**src/design/isr_pkg.sv**
```systemverilog
// Package for the integer square root core: widths, stage split and the
// pipeline payload type. No dependencies.
`default_nettype none

package isr_pkg;

  localparam int unsigned IN_WIDTH        = 32;
  localparam int unsigned ROOT_W          = 16;
  localparam int unsigned STEPS_PER_STAGE = 4;
  localparam int unsigned ROOT_BITS       = (IN_WIDTH + 1) / 2;
  localparam int unsigned NUM_STAGES      = (ROOT_BITS + STEPS_PER_STAGE - 1) / STEPS_PER_STAGE;
  localparam int unsigned FULL_ROOT       = NUM_STAGES * STEPS_PER_STAGE;
  localparam int unsigned PAD_W           = 2 * FULL_ROOT;
  localparam int unsigned REM_W           = FULL_ROOT + 2;

  typedef logic [IN_WIDTH-1:0]  radicand_t;
  typedef logic [ROOT_W-1:0]    root_out_t;
  typedef logic [PAD_W-1:0]     pad_rad_t;
  typedef logic [FULL_ROOT-1:0] full_root_t;
  typedef logic [REM_W-1:0]     rem_t;

  typedef struct packed {
    pad_rad_t   rad;
    full_root_t root;
    rem_t       rem;
  } stage_t;

endpackage

`default_nettype wire

```
**src/design/isr_stage.sv**
```systemverilog
// One pipeline stage of the square root core: STEPS_PER_STAGE restoring
// digit steps followed by an elastic register. Depends on isr_pkg.
`default_nettype none

module isr_stage (
  input  wire logic           clk_i,
  input  wire logic           rst_ni,
  input  wire logic           valid_i,
  output logic                ready_o,
  input  wire isr_pkg::stage_t data_i,
  output logic                valid_o,
  input  wire logic           ready_i,
  output isr_pkg::stage_t     data_o
);

  logic            valid_q;
  isr_pkg::stage_t data_q;
  isr_pkg::stage_t data_d;

  always_comb begin
    isr_pkg::stage_t       cur;
    isr_pkg::rem_t         rem_shift;
    isr_pkg::rem_t         trial;
    logic [isr_pkg::REM_W:0] diff;
    cur = data_i;
    for (int unsigned s = 0; s < isr_pkg::STEPS_PER_STAGE; s++) begin
      rem_shift = {cur.rem[isr_pkg::REM_W-3:0], cur.rad[isr_pkg::PAD_W-1 -: 2]};
      trial     = {cur.root, 2'b01};
      diff      = {1'b0, rem_shift} - {1'b0, trial};
      cur.rad   = {cur.rad[isr_pkg::PAD_W-3:0], 2'b00};
      if (!diff[isr_pkg::REM_W]) begin
        cur.rem  = diff[isr_pkg::REM_W-1:0];
        cur.root = {cur.root[isr_pkg::FULL_ROOT-2:0], 1'b1};
      end else begin
        cur.rem  = rem_shift;
        cur.root = {cur.root[isr_pkg::FULL_ROOT-2:0], 1'b0};
      end
    end
    data_d = cur;
  end

  assign ready_o = !valid_q || ready_i;

  always_ff @(posedge clk_i or negedge rst_ni) begin
    if (!rst_ni) begin
      valid_q <= 1'b0;
    end else if (ready_o) begin
      valid_q <= valid_i;
    end
  end

  always_ff @(posedge clk_i) begin
    if (ready_o && valid_i) begin
      data_q <= data_d;
    end
  end

  assign valid_o = valid_q;
  assign data_o  = data_q;

endmodule

`default_nettype wire

```
**src/design/integer_square_root_core.sv**
```systemverilog
// Top level of the integer square root core: a chain of isr_stage
// instances. Depends on isr_pkg and isr_stage.
//
// Usage:
//   Input channel in_valid_i/in_ready_o carries one unsigned radicand_i
//   (IN_WIDTH bits) per transaction. Output channel out_valid_o/out_ready_i
//   returns root_o = floor(sqrt(radicand_i)), one transaction per input,
//   in order.
//   Each accepted radicand passes in order through the NUM_STAGES stage
//   registers before out_valid_o rises, and the result is taken while
//   out_ready_i is high. Each stage resolves four root bits with four
//   chained narrow subtract-and-compare steps.
//   Throughput: one transaction per cycle while out_ready_i stays high.
//   Stall: when out_ready_i is low the last stage holds its result; earlier
//   stages keep filling their empty slots, and in_ready_o drops only once
//   every stage holds a transaction. Nothing is lost or repeated.
//   Reset: rst_ni (asynchronous, active low) empties the pipeline; no
//   transactions are in flight afterward and no clearing pass is needed.
`default_nettype none

module integer_square_root_core (
  input  wire logic               clk_i,
  input  wire logic               rst_ni,
  input  wire logic               in_valid_i,
  output logic                    in_ready_o,
  input  wire isr_pkg::radicand_t radicand_i,
  output logic                    out_valid_o,
  input  wire logic               out_ready_i,
  output isr_pkg::root_out_t      root_o
);

  logic            valid_s [isr_pkg::NUM_STAGES+1];
  logic            ready_s [isr_pkg::NUM_STAGES+1];
  isr_pkg::stage_t data_s  [isr_pkg::NUM_STAGES+1];

  assign valid_s[0] = in_valid_i;
  assign in_ready_o = ready_s[0];
  assign data_s[0]  = '{rad: isr_pkg::pad_rad_t'(radicand_i), root: '0, rem: '0};

  for (genvar g = 0; g < isr_pkg::NUM_STAGES; g++) begin : g_stage
    isr_stage u_stage (
      .clk_i   (clk_i),
      .rst_ni  (rst_ni),
      .valid_i (valid_s[g]),
      .ready_o (ready_s[g]),
      .data_i  (data_s[g]),
      .valid_o (valid_s[g+1]),
      .ready_i (ready_s[g+1]),
      .data_o  (data_s[g+1])
    );
  end

  assign ready_s[isr_pkg::NUM_STAGES] = out_ready_i;
  assign out_valid_o = valid_s[isr_pkg::NUM_STAGES];
  assign root_o      = isr_pkg::root_out_t'(data_s[isr_pkg::NUM_STAGES].root);

endmodule

`default_nettype wire
```
**config.mk**
```make
export PLATFORM = sky130hd
export DESIGN_NAME = integer_square_root_core
export DESIGN_NICKNAME = d
export VERILOG_FILES = /design/src/design/isr_pkg.sv /design/src/design/isr_stage.sv /design/src/design/integer_square_root_core.sv
export SDC_FILE = /design/constraint.sdc
export NUM_CORES = 1
export LEC_CHECK = 0
export BUFFER_PORTS_ARGS = -buffer_cell sky130_fd_sc_hd__buf_2
export CAP_MARGIN = 5
export CELL_PAD_IN_SITES_DETAIL_PLACEMENT = 1
export CELL_PAD_IN_SITES_GLOBAL_PLACEMENT = 1
export CORE_MARGIN = 10
export CORE_UTILIZATION = 40
export DETAILED_ROUTE_END_ITERATION = 12
export GPL_ROUTABILITY_DRIVEN = 0
export GPL_TIMING_DRIVEN = 0
export HOLD_SLACK_MARGIN = 0.02
export PLACE_DENSITY_LB_ADDON = 0.1
export SYNTH_ARGS = -nofsm -noshare
export SYNTH_HDL_FRONTEND = slang
export SYNTH_HIERARCHICAL = 1
export SYNTH_SLANG_ARGS = --single-unit
```
**constraint.sdc**
```tcl
create_clock -name clk_i -period 12.47 [get_ports clk_i]
set_input_delay 0.6235 -clock clk_i [delete_from_list [all_inputs] [get_ports clk_i]]
set_output_delay 0.6235 -clock clk_i [all_outputs]
set_load 0.1 [all_outputs]
```
==> results.cfg <==
[outcome]
status = complete, no violations

[timing]
finalCriticalPeriod_ps = 11710
finalSetupViolations = 0
tightest_slew_ps = 919
clock_skew_ps = 13.5
finalSetupTns_ps = 0
setup_ws_ps = 763
period_share_pct = 93.9
max_slew_margin_pct = 38.7
rsz0062_at_grt = no
drv_slew = 0
hold_viol_final = 0
fmax_ghz = 0.0854

[floorplan]
initial_core_util_pct = 40.6
die_w_um = 243
design.core.area_um2 = 49100
die_h_um = 243
num_io_pins = 54
dieArea_um2 = 59100
num_rows = 81

[finish]
n_fill_cell = 5970
nets = 2778
drive_above_1_share_pct = 9.99
area_growth_syn_to_layout_pct = 9.85
seq_area_um2 = 4900
insertedDiodeCount = 0
multiInputGateArea_um2 = 14300
utilization_pct = 44.6
instances_no_fill = 3147

[clock_network]
clk_pin_slew_ps = 70
clkLatencyLatePin_ps = 470
cts_tree = built
cts_num_sinks = 164
cts_htree_levels = 4
cts_max_path_buffers = 2
cts-buffers-inserted = 17
root_buffer = clkbuf_16

[synth]
yosysWarnings = 6
syn_area_um2 = 19900
avgSynthCellArea_um2 = 8.52
synthCells = 2338

[detailed_routing]
vias = 17900
viasPerCell = 5.70
avgRoutedWirePerCell_um = 20.0
wirelength_mm = 63.0
dr.pass1.iters = 4
drtAntennaViolNets = 0
drt_iter0_markers = 813
drc_errors = 0

[grt]
antenna_found_initial = 0
grt_usage_pct = 20.9
grt_pass1_wl_mm = 100
grt_pass1_vias = 18400
grt-ovfl-total = 0
grt_max_degree = 57

[placed_design]
dp_slack_ps = -154
dp_hpwl_mm = 51.9
io_buffers = 53
placedCellCount = 3114

[flow_run]
drv_cap = 0

[setup_path]
worstPathRequired_ps = 12680
cp-start-kind = register
crit_path_top_delay_cell = or4b_2
worstSetupPathType = register to register
max_stage_delay_ps = 640
path_delay_family = compound AO/OA/AOI/OAI gates
cp.arrival_ps = 11910
path_max_fanout = 11
endpoint_kind = register
crit_buf_inv = 9

[worst_hold_path]
hp-class = input pin to register
-- routing by layer --
metal | vias up | GRT usage [%] | share of wire [%] | routed length (µm)
li1 | 8869 | - | - | -
met1 | 8785 | 25.8 | 46 | 28900
met2 | 204 | 37.3 | 49 | 31100
met3 | 79 | 2.64 | 2.4 | 1540
met4 | 0 | 5.97 | 2.4 | 1480
met5 | - | 0 | 0 | 0
-- layout by cell type, fill, tap and decap left out, types with 19 or more instances in the layout --
| master | count |
|---|---|
| o21a_1 | 30 |
| conb_1 | 58 |
| xor2_1 | 77 |
| and3_1 | 20 |
| o31a_1 | 20 |
| buf_2 | 60 |
| a31oi_1 | 28 |
| ha_1 | 272 |
| nand2_1 | 163 |
| nand4_1 | 25 |
| inv_1 | 184 |
| xnor2_1 | 110 |
| a21oi_1 | 253 |
| nor2b_1 | 27 |
| nand2b_1 | 34 |
| nand3_1 | 32 |
| o21bai_1 | 19 |
| nor2_1 | 180 |
| o21ai_0 | 137 |
| edfxtp_1 | 160 |
| a21o_1 | 100 |
| nor4_1 | 20 |
| nor3_1 | 47 |
| mux2_2 | 64 |
| o31ai_1 | 21 |
-- state kept, by name, summed over array words and instances (netlist names) --
signal and flops:
g_stage.u_stage/valid_o 4, g_stage.u_stage/data_o 160
-- worst register-to-register path: cells and delay by family, from the launching register on --
| family | cells | cell delay, ps |
|---|---|---|
| DFF | 1 | 500 |
| AOI/OAI and AO/OA | 15 | 3510 |
| muxes | 2 | 740 |
| adders and majority gates | 4 | 1440 |
| buffers and inverters | 9 | 1800 |
| and+or+nand+nor | 16 | 3460 |
-- cell type report --
type,count,share of cell area [%]
Multi-Input combinational cell,1995,65.5
Sequential cell,164,22.4
Clock inverter,14,0.469
Clock buffer,18,1.96
Inverter,193,3.38
Buffer,43,1.07
Timing Repair Buffer,56,1.44
Tap cell,664,3.80
-- worst paths after layout --
check / start / end / slack (ps) / cells past startpoint
max: g_stage[1].u_stage/data_o[18]$_DFFE_PP_ / g_stage[2].u_stage/data_o[13]$_DFFE_PP_ / 760 / 46
min reg2reg: g_stage[1].u_stage/data_o[51]$_DFFE_PP_ / g_stage[2].u_stage/data_o[59]$_DFFE_PP_ / 420 / 0
max in group asynchronous: rst_ni / g_stage[2].u_stage/valid_o$_DFFE_PN0N_ / 11850 / 2
max reg2reg: g_stage[1].u_stage/data_o[18]$_DFFE_PP_ / g_stage[2].u_stage/data_o[13]$_DFFE_PP_ / 760 / 46
min: radicand_i[10] / g_stage[0].u_stage/data_o[52]$_DFFE_PP_ / 330 / 1
min in group asynchronous: rst_ni / g_stage[1].u_stage/valid_o$_DFFE_PN0N_ / 500 / 2
-- through the flow --
step / hold WS (ps) / area (µm²)
after CTS: 286 / 21800
after detailed placement: 406 / 21300
final: 328 / 21900
after global placement: 403 / 21200
after floorplan: 328 / 20100
after global routing: 291 / 21900
-- repair_timing --
action,CTS,global route
hold buffers,1,0
endpoints found under the setup margin,3,51
buffers inserted,0,0
resized for setup,1,31
pin swaps,0,2
hold endpoints to repair,4,0
Power is left out: the tool's default activity adds up to more than one toggle a clock period on the data nets, which glitch-free logic cannot reach.
